File: src/rtl/tcsr_pkg.sv
package tcsr_pkg;

    localparam int COORD_INT_BITS  = 12;
    localparam int COORD_FRAC_BITS = 4;
    localparam int COORD_W         = COORD_INT_BITS + COORD_FRAC_BITS;
    localparam int DX_W            = COORD_W + 1;
    localparam int PROD_W          = 2 * DX_W;
    localparam int DIV_STEP        = 2;
    localparam int DIV_STAGES      = (COORD_W + DIV_STEP - 1) / DIV_STEP;
    localparam int QB              = DIV_STAGES * DIV_STEP;
    localparam int QF_W            = QB + 2;
    localparam int SPAN_W          = COORD_INT_BITS + 1;
    localparam int EDGE_LAT        = 2 + 1 + DIV_STAGES + 1;
    localparam int TOTAL_LAT       = EDGE_LAT + 2;

    localparam logic [COORD_W-1:0] FRAC_MASK = COORD_W'((1 << COORD_FRAC_BITS) - 1);
    localparam logic signed [SPAN_W-1:0] SPAN_TOP =
        SPAN_W'((1 << (COORD_INT_BITS - 1)) - 1);

    typedef struct packed {
        logic                      in_range;
        logic                      vertical;
        logic signed [COORD_W-1:0] ya;
        logic signed [COORD_W-1:0] yb;
    } t_edge_info;

    typedef struct packed {
        logic                     take;
        logic signed [SPAN_W-1:0] lo;
        logic signed [SPAN_W-1:0] hi;
    } t_edge_span;

endpackage

File: src/rtl/tcsr_edge_setup.sv
module tcsr_edge_setup import tcsr_pkg::*; (
    input  logic                      i_clk,
    input  logic                      i_rst_n,
    input  logic                      i_valid,
    input  logic signed [COORD_W-1:0] i_xa,
    input  logic signed [COORD_W-1:0] i_ya,
    input  logic signed [COORD_W-1:0] i_xb,
    input  logic signed [COORD_W-1:0] i_yb,
    input  logic signed [COORD_W-1:0] i_xq,
    output logic                      o_valid,
    output logic signed [PROD_W-1:0]  o_prod,
    output logic        [DX_W-1:0]    o_dx,
    output t_edge_info                o_info
);

    logic                      r_va, r_vb;
    logic        [DX_W-1:0]    r_dx_a, r_t, r_dx_b;
    logic signed [DX_W-1:0]    r_d;
    t_edge_info                r_info_a, r_info_b;
    logic signed [PROD_W-1:0]  r_prod;

    logic                      swap;
    logic signed [COORD_W-1:0] xl, xr, yl, yr;
    logic signed [DX_W:0]      t_s;
    logic signed [2*DX_W:0]    full;
    t_edge_info                n_info;

    always_comb begin
        swap = i_xa > i_xb;
        xl   = swap ? i_xb : i_xa;
        xr   = swap ? i_xa : i_xb;
        yl   = swap ? i_yb : i_ya;
        yr   = swap ? i_ya : i_yb;
        n_info.in_range = (i_xq >= xl) && (i_xq <= xr);
        n_info.vertical = xl == xr;
        n_info.ya       = yl;
        n_info.yb       = yr;
        t_s  = $signed({1'b0, r_t});
        full = r_d * t_s;
    end

    always_ff @(posedge i_clk) begin
        if (!i_rst_n) begin
            r_va <= 1'b0;
            r_vb <= 1'b0;
        end else begin
            r_va <= i_valid;
            r_vb <= r_va;
        end
        r_dx_a   <= DX_W'($signed({xr[COORD_W-1], xr}) - $signed({xl[COORD_W-1], xl}));
        r_t      <= DX_W'($signed({i_xq[COORD_W-1], i_xq}) - $signed({xl[COORD_W-1], xl}));
        r_d      <= $signed({yr[COORD_W-1], yr}) - $signed({yl[COORD_W-1], yl});
        r_info_a <= n_info;
        r_prod   <= full[PROD_W-1:0];
        r_dx_b   <= r_dx_a;
        r_info_b <= r_info_a;
    end

    assign o_valid = r_vb;
    assign o_prod  = r_prod;
    assign o_dx    = r_dx_b;
    assign o_info  = r_info_b;

endmodule

File: config.mk
export PLATFORM = sky130hd
export DESIGN_NAME = tcsr_edge_setup
export DESIGN_NICKNAME = d
export VERILOG_FILES = /design/src/rtl/tcsr_pkg.sv /design/src/rtl/tcsr_edge_setup.sv
export SDC_FILE = /design/constraint.sdc
export NUM_CORES = 1
export LEC_CHECK = 0
export BUFFER_PORTS_ARGS = -buffer_cell sky130_fd_sc_hd__buf_2
export CAP_MARGIN = 25
export CORE_MARGIN = 2
export CORE_UTILIZATION = 31
export DETAILED_ROUTE_END_ITERATION = 7
export PLACE_DENSITY_LB_ADDON = 0.2
export SLEW_MARGIN = 30
export SYNTH_ARGS = -nofsm -noshare
export SYNTH_HDL_FRONTEND = slang
export SYNTH_SLANG_ARGS = --single-unit
File: constraint.sdc
create_clock -name i_clk -period 7 [get_ports i_clk]
set_input_delay 0.35 -clock i_clk [delete_from_list [all_inputs] [get_ports i_clk]]
set_output_delay 0.35 -clock i_clk [all_outputs]
set_load 0.02 [all_outputs]
### After elaboration in Yosys (flattened, before gate mapping)

Index checks and enable logic that the tools add are counted.

| cells by class | value |
|---|---|
| reductions and logical operators | 1 |
| $add $sub $neg | 3 |
| muxes and demuxes | 4 |
| multiply operators | 1 |
| eq/ne operators | 1 |
| magnitude comparators | 3 |

Operator list:

| kind | number |
|---|---|
| 16-bit two-way mux | 4 |
| 16-bit by 16-bit subtractor with 17-bit output | 3 |
| 17-bit by 18-bit multiplier with 34-bit output | 1 |
| 16-bit equality test | 1 |
| 16-bit >= comparator | 1 |
| 16-bit greater-than comparator | 1 |
| 16-bit less-or-equal comparator | 1 |
| 1-bit logical AND | 1 |

| storage, ports and cells | value |
|---|---|
| word-level logic and storage cells | 28 |
| register bits | 172 |

### Depth between registers and ports, before layout

| logic depth | value |
|---|---|
| depth in word-level cells | 4 |
| gate-level depth with buffers | 30 |
| depth with buffers taken out | 26 |

### Worst setup path before layout

No wires, ideal clock.

| timing | value |
|---|---|
| path type | reg2reg |
| start | register r_d[8] |
| end | register r_prod[33] (netlist: o_prod[33]) |
| required time | 6.928 ns |
| slack | 0.890 ns |
| arrival time | 6.038 ns |
| stages on the path, launching flop included | 26 |
| setup time | 0.072 ns |
| buffers on the path | 2 |
| path through | dfxtp_1 -> clkbuf_1 -> clkbuf_1 -> nand2_1 -> fa_1 -> inv_1 -> fa_1 -> inv_1 -> fa_1 -> inv_1 -> fa_1 -> fa_1 -> inv_1 -> fa_1 -> inv_1 -> ha_1 -> a41oi_1 -> o21ai_0 -> o21bai_1 -> a41oi_1 -> a21oi_1 -> and3b_1 -> nor4_1 -> o21bai_1 -> a21oi_1 -> xnor2_1 |

| on the way | value |
|---|---|
| cells in the longest elaborated chain, start to end | 1 |

RTL lines:

| item | line | RTL |
|---|---|---|
| from (decl) | tcsr_edge_setup.sv:18 | `logic signed [DX_W-1:0] r_d;` |
| from (signal assigned) | tcsr_edge_setup.sv:52 | `r_d <= $signed({yr[COORD_W-1], yr}) - $signed({yl[COORD_W-1], yl});` |
| 17-bit by 18-bit multiplier with 34-bit output | tcsr_edge_setup.sv:39 | `full = r_d * t_s;` |
| via full[33] | tcsr_edge_setup.sv:25 | `logic signed [2*DX_W:0] full;` |
| to (signal assigned) | tcsr_edge_setup.sv:54 | `r_prod <= full[PROD_W-1:0];` |
| to (decl) | tcsr_edge_setup.sv:20 | `logic signed [PROD_W-1:0] r_prod;` |

The timed path passes the listed nets, and every way through them passes these cells.
A chain may end at the register's enable or synchronous reset.

### Final worst setup path

| timing | value |
|---|---|
| start | register r_t[9] |
| end | register r_prod[30] (netlist: o_prod[30]) |

| on the way | value |
|---|---|
| cells in the longest elaborated chain, start to end | 1 |

RTL lines:

| item | line | RTL |
|---|---|---|
| from (decl) | tcsr_edge_setup.sv:17 | `logic [DX_W-1:0] r_dx_a, r_t, r_dx_b;` |
| from (signal assigned) | tcsr_edge_setup.sv:51 | `r_t <= DX_W'($signed({i_xq[COORD_W-1], i_xq}) - $signed({xl[COORD_W-1], xl}));` |
| 17-bit by 18-bit multiplier with 34-bit output | tcsr_edge_setup.sv:39 |  |
| via full[30] | tcsr_edge_setup.sv:25 |  |

The timed path passes the listed nets, and every way through them passes these cells.

==> results.txt <==
fin nets: 2561
multiplexer share of the synthesized area: 0.00920
CP bufs+invs: 4
final setup fails: 0
fin crit share: 0.938
Final Util: 0.356
Synth top area share: 0.259
largest net degree at the start of global routing: 78
Synth Instances: 1933
largest family of logic cells by synthesized area: adder cells
Critical-path top delay cell: fa_1
fin crit period: 6560 ps
number of global-route vias before repair: 13.8k
Hold Fails Final Rpt: 0
DR iter-0 viols: 628
clock root buffer: clkbuf_16
CTS buffer count: 17
Synth Area per Inst: 9.00 µm²
Seq cells post-synth: 172
crit-path cells: nand2_1 > fa_1 > fa_1 > fa_1 > inv_1 > ha_1 > fa_1 > inv_1 > fa_1 > inv_1 > ha_1 > a2111oi_1 > a21oi_1 > o211ai_1 > a21oi_1 > o31ai_1 > buf_4 > a211o_1 > nand3_1 > a31o_2 > a21oi_1 > xnor2_1
Max Transition Viols Final: 0
DRC: 0
synth warn: 0
Crit path top cell by count: fa_1
post-synth top area cell: fa_1
share of cells above drive strength 1: 0.131
cell family with most CP delay: adder cells
per-cell routed wire length: 16.0 µm
register area share after synthesis: 0.198
initial antenna violation count: 8
Worst-path clk slew: 70 ps
simple-gate share of the synthesized area: 0.171
ranking of synthesized cells by area: fa_1, dfxtp_1, ha_1
gp weighted congestion: 0.886
slew margin rel.: 0.499
Worst Clk Skew: 8.57 ps
status: complete, no violations
XOR/XNOR Fraction of Synth Area: 0.0392
RSZ-0062 raised after global routing: no
Setup TNS: 0 ps
Mapped Area: 17400 µm²
clock sink total: 172
die area: 58100 µm²
Cell variety after synth: 80
GR Layer Usage met3: 0.0373
vias: 13.1k
Port Buffer Count: 168
Required @ worst endpoint: 7410 ps
Adder-Cell Fraction of Synth Area: 0.392
worst-skew pair later-pin latency: 490 ps
IO Pins: 169
area growth from synthesis to layout: 13.1%
crit start category: flop
Slew @ Worst Pin: 752 ps
grt met1 use: 0.210
Synth Net Count: 2415
Crit Path Class: flop to flop
drt first pass iters: 5
Synth Area in Compound Gates: 0.105
core area: 55300 µm²
max-cap viol count: 0
asr flop ratio synth: 0
FP Rows: 86
GR peak layer: met2
Initial Util: 0.315
CTS tree: yes
Worst path max stage delay: 560 ps
Worst Path Max Fanout: 8
vias per inst: 4.63
Synth Flop Type: dfxtp_1
post-CTS sizing: 0
Die Wd: 241 µm
# hold bufs at CTS: 0
EDFF count, synth: 0
post-route ant nets: 0
Die H: 241 µm
fmax: 0.152 GHz
Worst Hold Class: input port to flop
DPL Wire Length: 37500 µm
met2 usage: 0.273
GR Overflow Total: 0
WL final: 45500 µm
Longest Clk Path Bufs: 2
first-pass GRT wire length: 73700 µm
Worst EP arrival: 6980 ps
H-tree Lvls: 4
Filler Cell Count: 5790
Worst setup EP type: flop
GRT Total Usage: 0.166
# Post-CTS Setup Buffers: 0
==> cell usage after synthesis, drive strengths merged, types with 2 or more instances <==
cell type and n:
dfxtp 172, or2 4, o221ai 4, a21boi 8, nand2 236, nor4 5
xor2 24, o21a 11, o22ai 5, o311ai 5, nor3 23, o211ai 9
ha 174, a21o 14, o31ai 9, nor2 80, nor2b 22, mux2i 16
a211oi 10, a21oi 73, a21bo 2, xnor2 54, nand3 15, buf 18
a41oi 4, clkbuf 48, o21bai 9, o21ai 69, or3 7, a2111oi 4
fa 225, maj3 14, and3 9, inv 325, nand2b 25, nand4 12
a31o 2, a31oi 13, and2 155
==> through the flow <==
stage / instances / worst slack [ps] / hold WS [ps] / area [µm²]
floorplan: 1933 / 890 / 310 / 17400
global placement: 2808 / 170 / 312 / 19100
detailed placement: 2808 / 70.3 / 312 / 19100
CTS: 2840 / 40.7 / 27.2 / 19700
global route: 2841 / 62.5 / 54.4 / 19700
finish: 2842 / 436 / 68.9 / 19700
==> final cells by class <==
type                            count  area [µm²]  share of cell area
Multi-Input combinational cell   1370       12500               0.634
Sequential cell                   172        3460               0.176
Inverter                          325        1220              0.0620
Timing Repair Buffer              193        1030              0.0523
Tap cell                          748         936              0.0476
Clock buffer                       18         439              0.0223
Clock inverter                     14         125             0.00636
Antenna cell                        2        5.00            0.000254
==> layout by cell type, fill, tap and decap left out, types with 54 or more instances in the layout <==
cell type | netlist | layout
inv_1 | 325 | 325
nand2_1 | 236 | 236
fa_1 | 225 | 225
ha_1 | 174 | 174
buf_2 | 12 | 168
dfxtp_1 | 172 | 159
and2_1 | 155 | 155
nor2_1 | 77 | 77
a21oi_1 | 72 | 72
o21ai_0 | 58 | 58
xnor2_1 | 54 | 54
==> final timing paths <==
kind / start / end / slack (ps) / cells after the start
max: r_t[9] / o_prod[30] / 440 / 22
min reg2reg: r_dx_a[2] / o_dx[2] / 330 / 0
min: i_valid / r_va / 70 / 2
max reg2reg: r_t[9] / o_prod[30] / 440 / 22
==> sequential cells by signal, summed over array words and instances (netlist names) <==
| name | cells |
|---|---|
| o_info | 34 |
| r_d | 17 |
| o_prod | 34 |
| r_info_a | 34 |
| o_dx | 17 |
| o_valid | 1 |
| r_t | 17 |
| r_va | 1 |
| r_dx_a | 17 |
==> worst register-to-register path: stages (launching register included) <==
cell and delay [ps]:
dfxtp_1 550, nand2_1 140, fa_1 530, fa_1 560, fa_1 520, inv_1 40, ha_1 280, fa_1 480
inv_1 50, fa_1 470, inv_1 40, ha_1 320, a2111oi_1 550, a21oi_1 200, o211ai_1 230, a21oi_1 110
o31ai_1 350, buf_4 200, a211o_1 190, nand3_1 130, a31o_2 260, a21oi_1 180, xnor2_1 130
==> metal layers <==
| layer | vias to the layer above | share of wire | wire (µm) |
|---|---|---|---|
| met2 | 273 | 0.47 | 21200 |
| met5 | - | 0.0012 | 55 |
| li1 | 6431 | - | - |
| met4 | 10 | 0.029 | 1340 |
| met1 | 6365 | 0.45 | 20500 |
| met3 | 69 | 0.052 | 2360 |
==> cells by family after synthesis <==
family                     after synthesis
DFF                                    172
buffers and inverters                  391
adders and majority gates              413
AOI/OAI and AO/OA                      265
and+or+nand+nor                        598
xor gates and xnor gates                78
muxes                                   16
Power is not shown: default switching activity piles up to over one toggle a cycle in this logic, so the estimate is an artifact.
