<file path="src/rtl/tcsr_pkg.sv">
package tcsr_pkg;

    localparam int COORD_INT_BITS  = 12;
    localparam int COORD_FRAC_BITS = 4;
    localparam int COORD_W         = COORD_INT_BITS + COORD_FRAC_BITS;
    localparam int DX_W            = COORD_W + 1;
    localparam int PROD_W          = 2 * DX_W;
    localparam int DIV_STEP        = 2;
    localparam int DIV_STAGES      = (COORD_W + DIV_STEP - 1) / DIV_STEP;
    localparam int QB              = DIV_STAGES * DIV_STEP;
    localparam int QF_W            = QB + 2;
    localparam int SPAN_W          = COORD_INT_BITS + 1;
    localparam int EDGE_LAT        = 2 + 1 + DIV_STAGES + 1;
    localparam int TOTAL_LAT       = EDGE_LAT + 2;

    localparam logic [COORD_W-1:0] FRAC_MASK = COORD_W'((1 << COORD_FRAC_BITS) - 1);
    localparam logic signed [SPAN_W-1:0] SPAN_TOP =
        SPAN_W'((1 << (COORD_INT_BITS - 1)) - 1);

    typedef struct packed {
        logic                      in_range;
        logic                      vertical;
        logic signed [COORD_W-1:0] ya;
        logic signed [COORD_W-1:0] yb;
    } t_edge_info;

    typedef struct packed {
        logic                     take;
        logic signed [SPAN_W-1:0] lo;
        logic signed [SPAN_W-1:0] hi;
    } t_edge_span;

endpackage

</file>
<file path="src/rtl/tcsr_div.sv">
module tcsr_div import tcsr_pkg::*; (
    input  logic                     i_clk,
    input  logic                     i_rst_n,
    input  logic                     i_valid,
    input  logic signed [PROD_W-1:0] i_prod,
    input  logic        [DX_W-1:0]   i_dx,
    input  t_edge_info               i_info,
    output logic                     o_valid,
    output logic        [QB-1:0]     o_quot,
    output logic                     o_rem_nz,
    output logic                     o_neg,
    output t_edge_info               o_info
);

    logic              r_valid [0:DIV_STAGES];
    logic [DX_W-1:0]   r_rem   [0:DIV_STAGES];
    logic [QB-1:0]     r_low   [0:DIV_STAGES];
    logic [QB-1:0]     r_q     [0:DIV_STAGES];
    logic [DX_W-1:0]   r_dx    [0:DIV_STAGES];
    logic              r_neg   [0:DIV_STAGES];
    t_edge_info        r_info  [0:DIV_STAGES];

    logic [DX_W-1:0]   n_rem   [1:DIV_STAGES];
    logic [QB-1:0]     n_low   [1:DIV_STAGES];
    logic [QB-1:0]     n_q     [1:DIV_STAGES];
    logic [PROD_W-1:0] mag;

    always_comb begin
        logic [DX_W-1:0] rem;
        logic [QB-1:0]   low;
        logic [QB-1:0]   q;
        logic [DX_W:0]   trial;
        mag = i_prod[PROD_W-1] ? PROD_W'(-i_prod) : PROD_W'(i_prod);
        for (int s = 0; s < DIV_STAGES; s++) begin
            rem = r_rem[s];
            low = r_low[s];
            q   = r_q[s];
            for (int j = 0; j < DIV_STEP; j++) begin
                trial = {rem, low[QB-1]};
                low   = {low[QB-2:0], 1'b0};
                if (trial >= {1'b0, r_dx[s]}) begin
                    rem = DX_W'(trial - {1'b0, r_dx[s]});
                    q   = {q[QB-2:0], 1'b1};
                end else begin
                    rem = trial[DX_W-1:0];
                    q   = {q[QB-2:0], 1'b0};
                end
            end
            n_rem[s+1] = rem;
            n_low[s+1] = low;
            n_q[s+1]   = q;
        end
    end

    always_ff @(posedge i_clk) begin
        if (!i_rst_n) begin
            for (int s = 0; s <= DIV_STAGES; s++) begin
                r_valid[s] <= 1'b0;
            end
        end else begin
            r_valid[0] <= i_valid;
            for (int s = 1; s <= DIV_STAGES; s++) begin
                r_valid[s] <= r_valid[s-1];
            end
        end
        r_rem[0]  <= mag[QB+DX_W-1:QB];
        r_low[0]  <= mag[QB-1:0];
        r_q[0]    <= '0;
        r_dx[0]   <= i_dx;
        r_neg[0]  <= i_prod[PROD_W-1];
        r_info[0] <= i_info;
        for (int s = 1; s <= DIV_STAGES; s++) begin
            r_rem[s]  <= n_rem[s];
            r_low[s]  <= n_low[s];
            r_q[s]    <= n_q[s];
            r_dx[s]   <= r_dx[s-1];
            r_neg[s]  <= r_neg[s-1];
            r_info[s] <= r_info[s-1];
        end
    end

    assign o_valid  = r_valid[DIV_STAGES];
    assign o_quot   = r_q[DIV_STAGES];
    assign o_rem_nz = r_rem[DIV_STAGES] != '0;
    assign o_neg    = r_neg[DIV_STAGES];
    assign o_info   = r_info[DIV_STAGES];

endmodule

</file>
<file path="config.mk">
export PLATFORM = sky130hd
export DESIGN_NAME = tcsr_div
export DESIGN_NICKNAME = d
export VERILOG_FILES = /design/src/rtl/tcsr_pkg.sv /design/src/rtl/tcsr_div.sv
export SDC_FILE = /design/constraint.sdc
export NUM_CORES = 1
export LEC_CHECK = 0
export ABC_AREA = 1
export BUFFER_PORTS_ARGS = -buffer_cell sky130_fd_sc_hd__buf_4
export CAP_MARGIN = 20
export CORE_ASPECT_RATIO = 1.1
export CORE_MARGIN = 5
export CORE_UTILIZATION = 55
export DETAILED_ROUTE_END_ITERATION = 10
export GPL_TIMING_DRIVEN = 0
export PLACE_DENSITY = 0.72
export SLEW_MARGIN = 10
export SYNTH_ARGS = -nofsm -noshare
export SYNTH_HDL_FRONTEND = slang
export SYNTH_SLANG_ARGS = --single-unit
</file>
<file path="constraint.sdc">
create_clock -name i_clk -period 4.5 [get_ports i_clk]
set_input_delay 0.675 -clock i_clk [delete_from_list [all_inputs] [get_ports i_clk]]
set_output_delay 0.675 -clock i_clk [all_outputs]
set_load 0.03 [all_outputs]
</file>
== After elaboration in Yosys (flattened, before gate mapping) ==
Memories as Yosys holds them, arrays and structs flattened.
Cells that the tools add are included.

* Magnitude comparators: 16
* Add/subtract/negate cells: 17
* Reduce and logical (&&, ||, !) cells: 1
* Mux-type cells: 44
* Bitwise logic cells: 9

{| class="wikitable"
|+ Operators with widths
! cell !! count
|-
| >= comparator 18 x 17 -> 1 bit || 16
|-
| two-way mux 17 bit || 16
|-
| subtractor 17 bit || 16
|-
| two-way mux 33 bit || 1
|-
| negation 33 bit || 1
|-
| two-way mux 1 bit || 27
|-
| nonzero test 17 bit || 1
|-
| bitwise OR 1 bit || 9
|}

* Bits in registers: 0
* Bits in writable memories: 918
* Word-level logic and storage cells: 94
* Input bits: 88
* Memories: 7
* Output and inout port bits: 53

{| class="wikitable"
|+ Memory list
! name !! words !! bits a word !! rd ports !! clocked after Yosys merged registers in !! write ports !! RTL line !! text
|-
| r_info || 9 || 34 || 9 || 0 || 9 || tcsr_div.sv:21 || <nowiki>t_edge_info r_info [0:DIV_STAGES];</nowiki>
|-
| r_dx || 9 || 17 || 8 || 0 || 9 || tcsr_div.sv:19 || <nowiki>logic [DX_W-1:0] r_dx [0:DIV_STAGES];</nowiki>
|-
| r_rem || 9 || 17 || 9 || 0 || 9 || tcsr_div.sv:16 || <nowiki>logic [DX_W-1:0] r_rem [0:DIV_STAGES];</nowiki>
|-
| r_low || 9 || 16 || 8 || 0 || 9 || tcsr_div.sv:17 || <nowiki>logic [QB-1:0] r_low [0:DIV_STAGES];</nowiki>
|-
| r_q || 9 || 16 || 9 || 0 || 9 || tcsr_div.sv:18 || <nowiki>logic [QB-1:0] r_q [0:DIV_STAGES];</nowiki>
|-
| r_neg || 9 || 1 || 9 || 0 || 9 || tcsr_div.sv:20 || <nowiki>logic r_neg [0:DIV_STAGES];</nowiki>
|-
| 1 more memories || -- || -- || -- || -- || -- || -- ||
|}

== Longest topological paths before layout ==
Gate-level depths: netlist of run 1.
An unclocked memory read counts as a cell.

* Depth in word-level cells: 5
* Mapped depth: 31
* Mapped depth without buffers: 27

== Least setup slack after synthesis of run 1 ==
No wires, ideal clock.

* Kind: register to register
* Start: mem r_low[0][15] (netlist name)
* End: mem r_rem[0][23] (netlist name)
* Stages on the path, launching flop included: 28
* Period minus slack after synthesis: 3.295 ns
* Path buffers: 1
* Library setup time: 0.117 ns
* Path slack: 1.205 ns
* Data required time: 4.383 ns
* Arrival: 3.178 ns
* Path through: dfxtp_1 inv_1 ha_1 inv_1 fa_1 nand3_1 nand3_1 nand2_1 nand2_1 nand2_1 nand2_1 or2_2 nand3_1 nand2_1 ha_1 nand2_1 inv_1 nand2_1 inv_1 a21oi_1 nand2_1 nand2_1 nand2_1 nand2_1 nand2_4 buf_4 o21bai_1 nand2_1

{| class="wikitable"
|+ RTL lines
! element !! RTL line
|-
| from (decl) || tcsr_div.sv:17
|-
| to (decl) || tcsr_div.sv:16
|}

==> results of run 1 <==
==> state kept, by name, indices dropped and copies added (netlist names) <==
name	flops
r_info	306
r_q	72
r_low	72
r_valid	9
r_dx	136
r_neg	9
r_rem	153
==> through the flow <==
step / utilization / instances / setup slack (ns)
finish: 0.625 / 5895 / 0.238
global placement: 0.585 / 5756 / 0.135
CTS: 0.624 / 5892 / 0.111
floorplan: - / 4759 / 1.20
detailed placement: 0.585 / 5756 / 0.166
global route: 0.625 / 5893 / 0.0133
==> worst register-to-register path: cells and delay by family (launching register included) <==
kind	cells	cell delay [ns]
DFF	1	0.38
adders and majority gates	3	0.97
buffers and inverters	4	0.50
AOI/OAI and AO/OA	1	0.17
and+or+nand+nor	20	2.16
==> logic make-up after synthesis <==
| group | synth area share |
|---|---|
| compound gates | 0.0876 |
| fa+ha+maj | 0.102 |
| buf+inv | 0.0803 |
| simple gates | 0.279 |
| xor+xnor | 0.0355 |
| flops | 0.415 |
==> routing by layer <==
| metal | vias to the layer above | GRT usage | part of all wire |
|---|---|---|---|
| li1 | 15469 | - | - |
| met1 | 13328 | 0.326 | 0.44 |
| met2 | 769 | 0.426 | 0.45 |
| met3 | 221 | 0.0413 | 0.057 |
| met4 | 2 | 0.107 | 0.045 |
| met5 | - | 0 | 0.00013 |
==> cell usage after synthesis (all sizes together) <==
cell    instances
o211ai          1
and2           15
nand4          21
a21boi          3
or2            38
nor2b           2
o21ai         139
buf            84
ha            273
fa             16
o31ai           1
clkbuf          4
o21bai        157
xor2           27
nand3b         68
clkinv          1
a31oi          11
dfxtp         757
nor4           16
inv           606
a21oi         216
nor2          245
nand3         218
or4             1
xnor2         121
nor3           36
nand2        1682
==> path summary, 6_finish.rpt <==
kind                             startpoint       endpoint  depth (start not counted)
worst min register to register  r_q[0][115]    r_q[0][133]                          0
worst min-delay path             i_info[28]  r_info[0][28]                          1
worst max register to register  r_dx[0][17]   r_rem[0][49]                         28
worst max-delay path            r_dx[0][17]   r_rem[0][49]                         28
==> final cells by class <==
cell class,count,share of cell area
Antenna cell,2,0.000121
Buffer,88,0.0159
Clock buffer,99,0.0502
Clock inverter,37,0.0122
Inverter,607,0.0553
Multi-Input combinational cell,3307,0.447
Sequential cell,757,0.368
Tap cell,858,0.0260
Timing Repair Buffer,140,0.0255
==> what timing repair did <==
item | in CTS | in global routing
gates resized for setup | 0 | 11
endpoints found under the setup margin | 0 | 23
setup buffers | 0 | 1
hold buffers | 0 | 0
==> run metrics, run 1 <==
Max Fanout on Critical Path=10; final net count=5,354; max-cap violations=0; last weighted congestion value of the routability-driven placer=0.996; initial core utilization=0.553; largest cells by area after synthesis=dfxtp_1, nand2_1, ha_1; count of unique library cells instantiated by Yosys=44; Num CTS Buffers=76; Worst Setup Path Type=reg2reg; average footprint of a synthesized cell=7.67 sq um; largest stage delay on the critical path=0.45 ns; Hold Slack=0.148 ns; Top Ports=141; type of element capturing the critical path=flop; Data required, critical path=5.03 ns; most frequent cells in the layout=nand2_1, dfxtp_1, inv_1; Avg Vias per Cell=5.05; detailed router's first-iteration violation count=1,937; TritonCTS clock tree=built; outcome=finished clean; dominant cell type by area after synthesis=dfxtp_1; Least-Margin Pin Slew=0.859 ns; maximum number of buffers from clock root to sink=3; clock period minus worst slack=4.26 ns; drt wl/cell=15.8 um; Die Span Y=280 um; IO buf count=139; number of max-slew violations in the final report=0; most common library cell in the layout ignoring fill and taps=nand2_1; detailed-route via count=29.8k; number of nets produced by synthesis=5,136; share of the synthesized area in the top cell type=0.415; initial antenna violation count=4; CTS HTree Levels=3; DP Wirelength=75,900 um; number of standard cells after synthesis=4,759; leftover overflow at the end of global routing=0; Finish-stage setup viols=0; launching element type of the critical path=flop; combined area of all synthesized cells=0.0365 sq mm; Worst path slowest cell=fa_1; HP Class=in2reg; setup repair after global routing missed its margin=false; clock root cell=clkbuf_16; family with the most delay on the worst path=simple AND/OR/NAND/NOR gates; Final Cell Area=0.0412 sq mm; number of placement rows=99; combined flip-flop and latch cell area=0.0152 sq mm; core box area=0.0660 sq mm; number of hold violations in the final report=0; multi-input combinational cell area=0.0184 sq mm; Max Clock Freq=235 MHz; remaining antenna violation count after routing=0; flop-to-flop setup slack=0.24 ns; share of the yosys chip area belonging to registers=0.415; post-route DRC violation count=0; All-Layer GR Usage=0.253; filler cell count=5,971; CP arrival=4.80 ns; yosys warns=0; floorplan die width=256 um; number of clock sinks seen by CTS=757; vias in the first global route=28.3k; layout-stage area growth over the synthesis result=12.9%; die footprint=0.0716 sq mm; Worst-Skew Late Latency=0.62 ns; total cell area at the placement stage=0.0386 sq mm; Max-Slew Margin vs Limit=0.423; final wirelength=93,300 um; skew final=0.0236 ns; number of synthesized register bits=757; maximum number of pins on one net before global-route repair=16; buffers and inverters on the worst path=4; router iterations before antenna repair=6; most frequent cell on the critical path=nand2_1; post-route setup TNS=0 ns; proportion of layout cells with a drive suffix above 1=0.112; clock-pin slew on the worst setup and hold paths=0.06 ns; period utilization=0.947; first-pass GRT wire length=147,000 um
Power of run 1 is not shown: default switching activity piles up to over one toggle a cycle in this logic, so the estimate is an artifact.
==> inputs of run 2 (changes only) <==
--- a/config.mk
+++ b/config.mk
@@ -5,12 +5,12 @@
 export SDC_FILE = /design/constraint.sdc
 export NUM_CORES = 1
 export LEC_CHECK = 0
-export ABC_AREA = 1
 export BUFFER_PORTS_ARGS = -buffer_cell sky130_fd_sc_hd__buf_4
 export CAP_MARGIN = 20
 export CORE_ASPECT_RATIO = 1.1
 export CORE_MARGIN = 5
 export CORE_UTILIZATION = 55
+export CTS_CLUSTER_SIZE = 40
 export DETAILED_ROUTE_END_ITERATION = 10
 export GPL_TIMING_DRIVEN = 0
 export PLACE_DENSITY = 0.72
==> run metrics, run 2 <==
top flip-flop cell by instance count after synthesis=dfxtp_1 (unchanged); buffers and inverters on the worst path=6 (was 4); IO buf count=140 (was 139); Top Ports=141 (unchanged); Hold Slack=0.129 ns (was 0.148 ns); CTS HTree Levels=3 (unchanged); most common library cells after synthesis=dfxtp_1, ha_1, inv_1, a21oi_1, mux2_2 (was nand2_1, dfxtp_1, inv_1, ha_1, nor2_1); router iterations before antenna repair=6 (unchanged); filler cell count=4,099 (was 5,971); top-count cell post-synth=dfxtp_1 (was nand2_1); largest cells by area after synthesis=dfxtp_1, ha_1, mux2_2 (was dfxtp_1, nand2_1, ha_1); average footprint of a synthesized cell=10.4 sq um (was 7.67 sq um); detailed-route via count=24.4k (was 29.8k); minimum setup slack after placement=-1.34 ns (was 0.166 ns); proportion of layout cells with a drive suffix above 1=0.311 (was 0.112); number of synthesized register bits=757 (unchanged); sequence of cells on the critical path=inv_2 -> ha_4 -> inv_2 -> fa_2 -> a21o_1 -> a31oi_4 -> nor2_2 -> a221o_2 -> nand2b_4 -> a41oi_4 -> buf_6 -> buf_6 -> mux2_4 -> ha_4 -> a211o_1 -> a21oi_4 -> o221ai_4 -> a21oi_2 -> nor3_2 -> a2111oi_4 -> buf_6 -> buf_6 -> mux2_2; total cell area at the placement stage=0.0348 sq mm (was 0.0386 sq mm); final wirelength=81,100 um (was 93,300 um); setup repair after global routing missed its margin=true (was false); most frequent cell on the critical path=buf_6 (was nand2_1); Max Fanout on Critical Path=8 (was 10); number of hold violations in the final report=0 (unchanged); initial antenna violation count=0 (was 4); share of the synthesized area in the top cell type=0.469 (was 0.415); Worst-Skew Late Latency=0.64 ns (was 0.62 ns); number of nets produced by synthesis=3,485 (was 5,136); Worst path slowest cell=a221o_2 (was fa_1); TritonCTS clock tree=built (unchanged); maximum number of pins on one net before global-route repair=17 (was 16); core box area=0.0584 sq mm (was 0.0660 sq mm); Max-Slew Margin vs Limit=0.580 (was 0.423); leftover overflow at the end of global routing=0 (unchanged); launching element type of the critical path=flop (unchanged); layout-stage area growth over the synthesis result=28.8% (was 12.9%); Data required, critical path=5.01 ns (was 5.03 ns); Max Clock Freq=198 MHz (was 235 MHz); CTS hold repair buffers=0 (unchanged); Num CTS Buffers=75 (was 76); number of flip-flops in the largest register=306 (unchanged); remaining antenna violation count after routing=0 (unchanged); count of flip-flops with a built-in enable after synthesis=0 (unchanged); drt wl/cell=18.6 um (was 15.8 um); number of standard cells after synthesis=3,108 (was 4,759); post-route setup slack=-0.554 ns (was 0.238 ns); violations in the final reports=negative setup slack; family with the most delay on the worst path=compound AO/OA/AOI/OAI gates (was simple AND/OR/NAND/NOR gates); last weighted congestion value of the routability-driven placer=0.975 (was 0.996); maximum number of buffers from clock root to sink=3 (unchanged); Worst Setup Path Type=reg2reg (unchanged); HP Class=in2reg (unchanged); most common library cell in the layout ignoring fill and taps=dfxtp_1 (was nand2_1); DP Wirelength=57,200 um (was 75,900 um); post-route DRC violation count=0 (unchanged); skew final=0.0396 ns (was 0.0236 ns); count of unique library cells instantiated by Yosys=92 (was 44); share of the yosys chip area belonging to registers=0.469 (was 0.415); top flop regs=r_info (306), r_rem (153), r_dx (136) (unchanged); combined area of all synthesized cells=0.0323 sq mm (was 0.0365 sq mm); CP arrival=5.56 ns (was 4.80 ns); Least-Margin Pin Slew=0.621 ns (was 0.859 ns); clock period minus worst slack=5.05 ns (was 4.26 ns); number of placement rows=93 (was 99); count of placed standard cells including taps=4,008 (was 5,756); Avg Vias per Cell=5.60 (was 5.05); vias in the first global route=24.8k (was 28.3k); non-filler cells, final=4,349 (was 5,895); fraction of registers with async set/reset=0 (unchanged); dominant cell type by area after synthesis=dfxtp_1 (unchanged); number of antenna diodes=0 (was 2); detailed router's first-iteration violation count=1,288 (was 1,937); final net count=3,908 (was 5,354); Final Cell Area=0.0416 sq mm (was 0.0412 sq mm); type of element capturing the critical path=flop (unchanged); die footprint=0.0638 sq mm (was 0.0716 sq mm); Die Span Y=264 um (was 280 um); period utilization=1.12 (was 0.947); initial core utilization=0.554 (was 0.553); max-cap violations=0 (unchanged); floorplan die width=241 um (was 256 um); Finish-stage setup viols=94 (was 0); number of max-slew violations in the final report=0 (unchanged); outcome=complete, but fails checks (was finished clean); All-Layer GR Usage=0.240 (was 0.253); yosys warns=0 (unchanged); clock-pin slew on the worst setup and hold paths=0.06 ns (about the same); Top reg by flops=r_info (unchanged); largest stage delay on the critical path=0.37 ns (was 0.45 ns); first-pass GRT wire length=125,000 um (was 147,000 um); clock root cell=clkbuf_16 (unchanged); number of clock sinks seen by CTS=757 (unchanged); most frequent cells in the layout=dfxtp_1, buf_4, inv_1 (was nand2_1, dfxtp_1, inv_1)
## run 2: changes by cell type after synthesis, sizes merged, moves of 75 or more
cell and change:
a21o +75, inv -369, mux2 +193, nand2 -1524
nand3 -165, nor2 -116, o21bai -137
## run 2: kinds of logic (layout without fill, tap and decap cells)
group / Yosys count / in the layout / share of synthesized area
and+or+nand+nor: 597 / 598 / 0.0924
xor gates and xnor gates: 232 / 232 / 0.0628
adders and majority gates: 289 / 289 / 0.116
AOI/OAI and AO/OA: 713 / 713 / 0.146
DFF: 757 / 757 / 0.469
buffers and inverters: 309 / 789 / 0.0410
muxes: 211 / 211 / 0.0736
## run 2: through the flow
step                 util  setup TNS (ns)
detailed placement  0.596         -134.57
global placement    0.596         -121.76
CTS                 0.688          -21.49
floorplan               -           -6.24
finish              0.713          -20.41
global route        0.713          -36.33
## run 2: cell type report
class | instances | area, sq um | area share
clock buffer | 102 | 2150 | 0.0516
tap | 760 | 951 | 0.0228
timing repair buffer | 354 | 2930 | 0.0704
sequential | 757 | 15200 | 0.365
clock inverter | 33 | 449 | 0.0108
inverter | 237 | 911 | 0.0219
buffer | 63 | 606 | 0.0145
multi-input combinational | 2043 | 18400 | 0.443
## run 2: layer usage
metal,track usage,share of wire
met5,0,0
met4,0.111,0.049
met1,0.282,0.40
met3,0.0399,0.046
met2,0.426,0.50
## run 2: final timing paths
kind / end / cells after the start / start / slack [ns]
hold / removal: r_info[0][20] / 1 / i_info[20] / 0.13
hold reg to reg: r_info[0][139] / 0 / r_info[0][105] / 0.30
setup / recovery: r_rem[0][104] / 23 / r_low[0][95] / -0.55
setup reg to reg: r_rem[0][104] / 23 / r_low[0][95] / -0.55
## run 2: worst register-to-register path, delay by kind of cell, from the launching register on
family	cells	cell delay (ns)
multiplexers	2	0.66
AND/OR/NAND/NOR	3	0.31
AO/OA/AOI/OAI	9	2.19
adder cells (fa/ha/maj)	3	0.73
flip-flops	1	0.31
buffers and inverters	6	0.76
## run 2: repair_timing
item,4_1_cts,5_1_grt
resized for setup,371,220
setup endpoints to repair,144,142
pin swaps,137,128
cloned,3,2
setup buffers,147,77
Power of run 2 is left out for the same reason.
==> inputs of run 3 (changes only) <==
--- a/config.mk
+++ b/config.mk
@@ -13,6 +13,7 @@
 export CTS_CLUSTER_SIZE = 40
 export DETAILED_ROUTE_END_ITERATION = 10
 export GPL_TIMING_DRIVEN = 0
+export MAX_ROUTING_LAYER = met4
 export PLACE_DENSITY = 0.72
 export SLEW_MARGIN = 10
 export SYNTH_ARGS = -nofsm -noshare
==> constraint.sdc (replaced) <==
create_clock -name i_clk -period 4.5 [get_ports i_clk]
set_input_delay 0.675 -clock i_clk [delete_from_list [all_inputs] [get_ports i_clk]]
set_output_delay 0.675 -clock i_clk [all_outputs]
set_load 0.01 [all_outputs]
==> run metrics, run 3 (synthesis gave the netlist of run 2 again) <==
outcome=complete, but fails checks (unchanged); violations in the final reports=negative setup slack (unchanged); core box area=0.0584 sq mm (unchanged); launch instance of the worst register-to-register path=r_low[0][95] (unchanged); Top Ports=141 (unchanged); final wirelength=81,900 um (was 81,100 um); clock period minus worst slack=5.03 ns (was 5.05 ns); IO buf count=140 (unchanged); maximum number of buffers from clock root to sink=3 (unchanged); post-route DRC violation count=0 (unchanged); number of flip-flops in the largest register=306 (unchanged); final net count=3,918 (was 3,908); Worst Setup Path Type=reg2reg (unchanged); All-Layer GR Usage=0.252 (was 0.240); TritonCTS clock tree=built (unchanged); Avg Vias per Cell=5.59 (was 5.60); detailed-route via count=24.4k (about the same); post-route setup slack=-0.535 ns (was -0.554 ns); max-cap violations=0 (unchanged); Die Span Y=264 um (unchanged); floorplan die width=241 um (unchanged); clock-pin slew on the worst setup and hold paths=0.07 ns (was 0.06 ns); Worst path slowest cell=a221o_2 (unchanged); drt wl/cell=18.8 um (was 18.6 um); last weighted congestion value of the routability-driven placer=0.964 (was 0.975); worst setup path startpoint=r_low[0][95] (unchanged); largest stage delay on the critical path=0.37 ns (about the same); setup repair after global routing missed its margin=true (unchanged); period utilization=1.12 (about the same); Worst Reg2Reg Path Length in Cells=23 (unchanged); first-pass GRT wire length=127,000 um (was 125,000 um); Data required, critical path=5.01 ns (about the same); proportion of layout cells with a drive suffix above 1=0.311 (about the same); Max Fanout on Critical Path=8 (unchanged); CTS HTree Levels=3 (unchanged); DP Wirelength=58,100 um (was 57,200 um); remaining antenna violation count after routing=0 (unchanged); die footprint=0.0638 sq mm (unchanged); number of placement rows=93 (unchanged); buffers and inverters on the worst path=6 (unchanged); critical path capture point=r_rem[0][111] (was r_rem[0][104]); total cell area at the placement stage=0.0348 sq mm (unchanged); number of clock sinks seen by CTS=757 (unchanged); type of element capturing the critical path=flop (unchanged); Final Cell Area=0.0418 sq mm (was 0.0416 sq mm); family with the most delay on the worst path=compound AO/OA/AOI/OAI gates (unchanged); flop-to-flop setup slack=-0.53 ns (was -0.55 ns); layout-stage area growth over the synthesis result=29.1% (was 28.8%); number of max-slew violations in the final report=0 (unchanged); initial core utilization=0.554 (unchanged); Num CTS Buffers=73 (was 75); clock root cell=clkbuf_16 (unchanged); Finish-stage setup viols=121 (was 94); leftover overflow at the end of global routing=0 (unchanged); Critical Path Stages=23 (unchanged); Worst-Skew Late Latency=0.63 ns (was 0.64 ns); worst r2r dst=r_rem[0][111] (was r_rem[0][104]); most frequent cells in the layout=dfxtp_1, buf_4, inv_1 (unchanged); Max Clock Freq=199 MHz (was 198 MHz); detailed router's first-iteration violation count=1,354 (was 1,288); number of hold violations in the final report=0 (unchanged); most common library cell in the layout ignoring fill and taps=dfxtp_1 (unchanged); HP Class=in2reg (unchanged); top flop regs=r_info (306), r_rem (153), r_dx (136) (unchanged); Least-Margin Pin Slew=0.646 ns (was 0.621 ns); CP arrival=5.54 ns (was 5.56 ns); maximum number of pins on one net before global-route repair=18 (was 17); sequence of cells on the critical path=inv_2 -> ha_4 -> inv_2 -> fa_2 -> a21o_1 -> a31oi_4 -> nor2_2 -> a221o_2 -> nand2b_4 -> a41oi_4 -> buf_8 -> buf_12 -> mux2_4 -> ha_4 -> a211o_4 -> a21oi_4 -> o221ai_4 -> a21oi_4 -> nor3_4 -> a2111oi_4 -> buf_6 -> clkbuf_16 -> mux2_4 (was inv_2 -> ha_4 -> inv_2 -> fa_2 -> a21o_1 -> a31oi_4 -> nor2_2 -> a221o_2 -> nand2b_4 -> a41oi_4 -> buf_6 -> buf_6 -> mux2_4 -> ha_4 -> a211o_1 -> a21oi_4 -> o221ai_4 -> a21oi_2 -> nor3_2 -> a2111oi_4 -> buf_6 -> buf_6 -> mux2_2); Top reg by flops=r_info (unchanged); CTS hold repair buffers=0 (unchanged); vias in the first global route=24.7k (was 24.8k); router iterations before antenna repair=5 (was 6); skew final=0.0403 ns (was 0.0396 ns); launching element type of the critical path=flop (unchanged); Max-Slew Margin vs Limit=0.564 (was 0.580); initial antenna violation count=0 (unchanged)
==> run 3: what timing repair did <==
action	CTS	global route
pin swaps	141	139
resized for setup	379	190
cloned	4	2
endpoints found under the setup margin	144	142
setup buffers	140	87
==> run 3: metrics by stage <==
step / setup WS, ns / instances / hold WS [ns] / TNS (ns) / util
final: -0.535 / 4359 / 0.135 / -28.07 / 0.715
after global placement: -1.31 / 4008 / 0.310 / -127.46 / 0.596
after detailed placement: -1.45 / 4008 / 0.312 / -140.04 / 0.596
after CTS: -0.528 / 4278 / 0.0933 / -27.22 / 0.690
after global routing: -0.707 / 4358 / 0.0957 / -47.16 / 0.715
after floorplan: -0.443 / 3108 / 0.310 / -6.24 / -
==> run 3: worst min-delay path by stage <==
stage / from / endpoint / depth (start not counted)
3_5_place_dp: r_q[0][51] / r_q[0][69] / 0
3_3_place_gp: r_q[0][121] / r_q[0][139] / 0
4_1_cts: i_info[11] / r_info[0][11] / 1
2_1_floorplan: r_info[0][66] / r_info[0][100] / 0
5_1_grt: i_info[31] / r_info[0][31] / 1
6_report: i_dx[4] / r_dx[0][4] / 1
==> run 3: layer usage <==
layer	up-vias	track usage	routed length, um	share of wire
li1	11840	-	-	-
met1	11596	0.292	33300	0.41
met2	690	0.440	41700	0.51
met3	239	0.0368	3460	0.042
met4	0	0.0985	3430	0.042
met5	-	-	0	0
==> run 3: final cells by class <==
cell class	count	area [sq um]
antenna	1	2.50
sequential	757	15200
buffer	63	634
multi-input combinational	2042	18400
clock inverter	40	515
timing repair buffer	367	3100
inverter	237	902
tap	760	951
clock buffer	92	2030
fill	4104	16700
Power of run 3 is left out for the same reason.
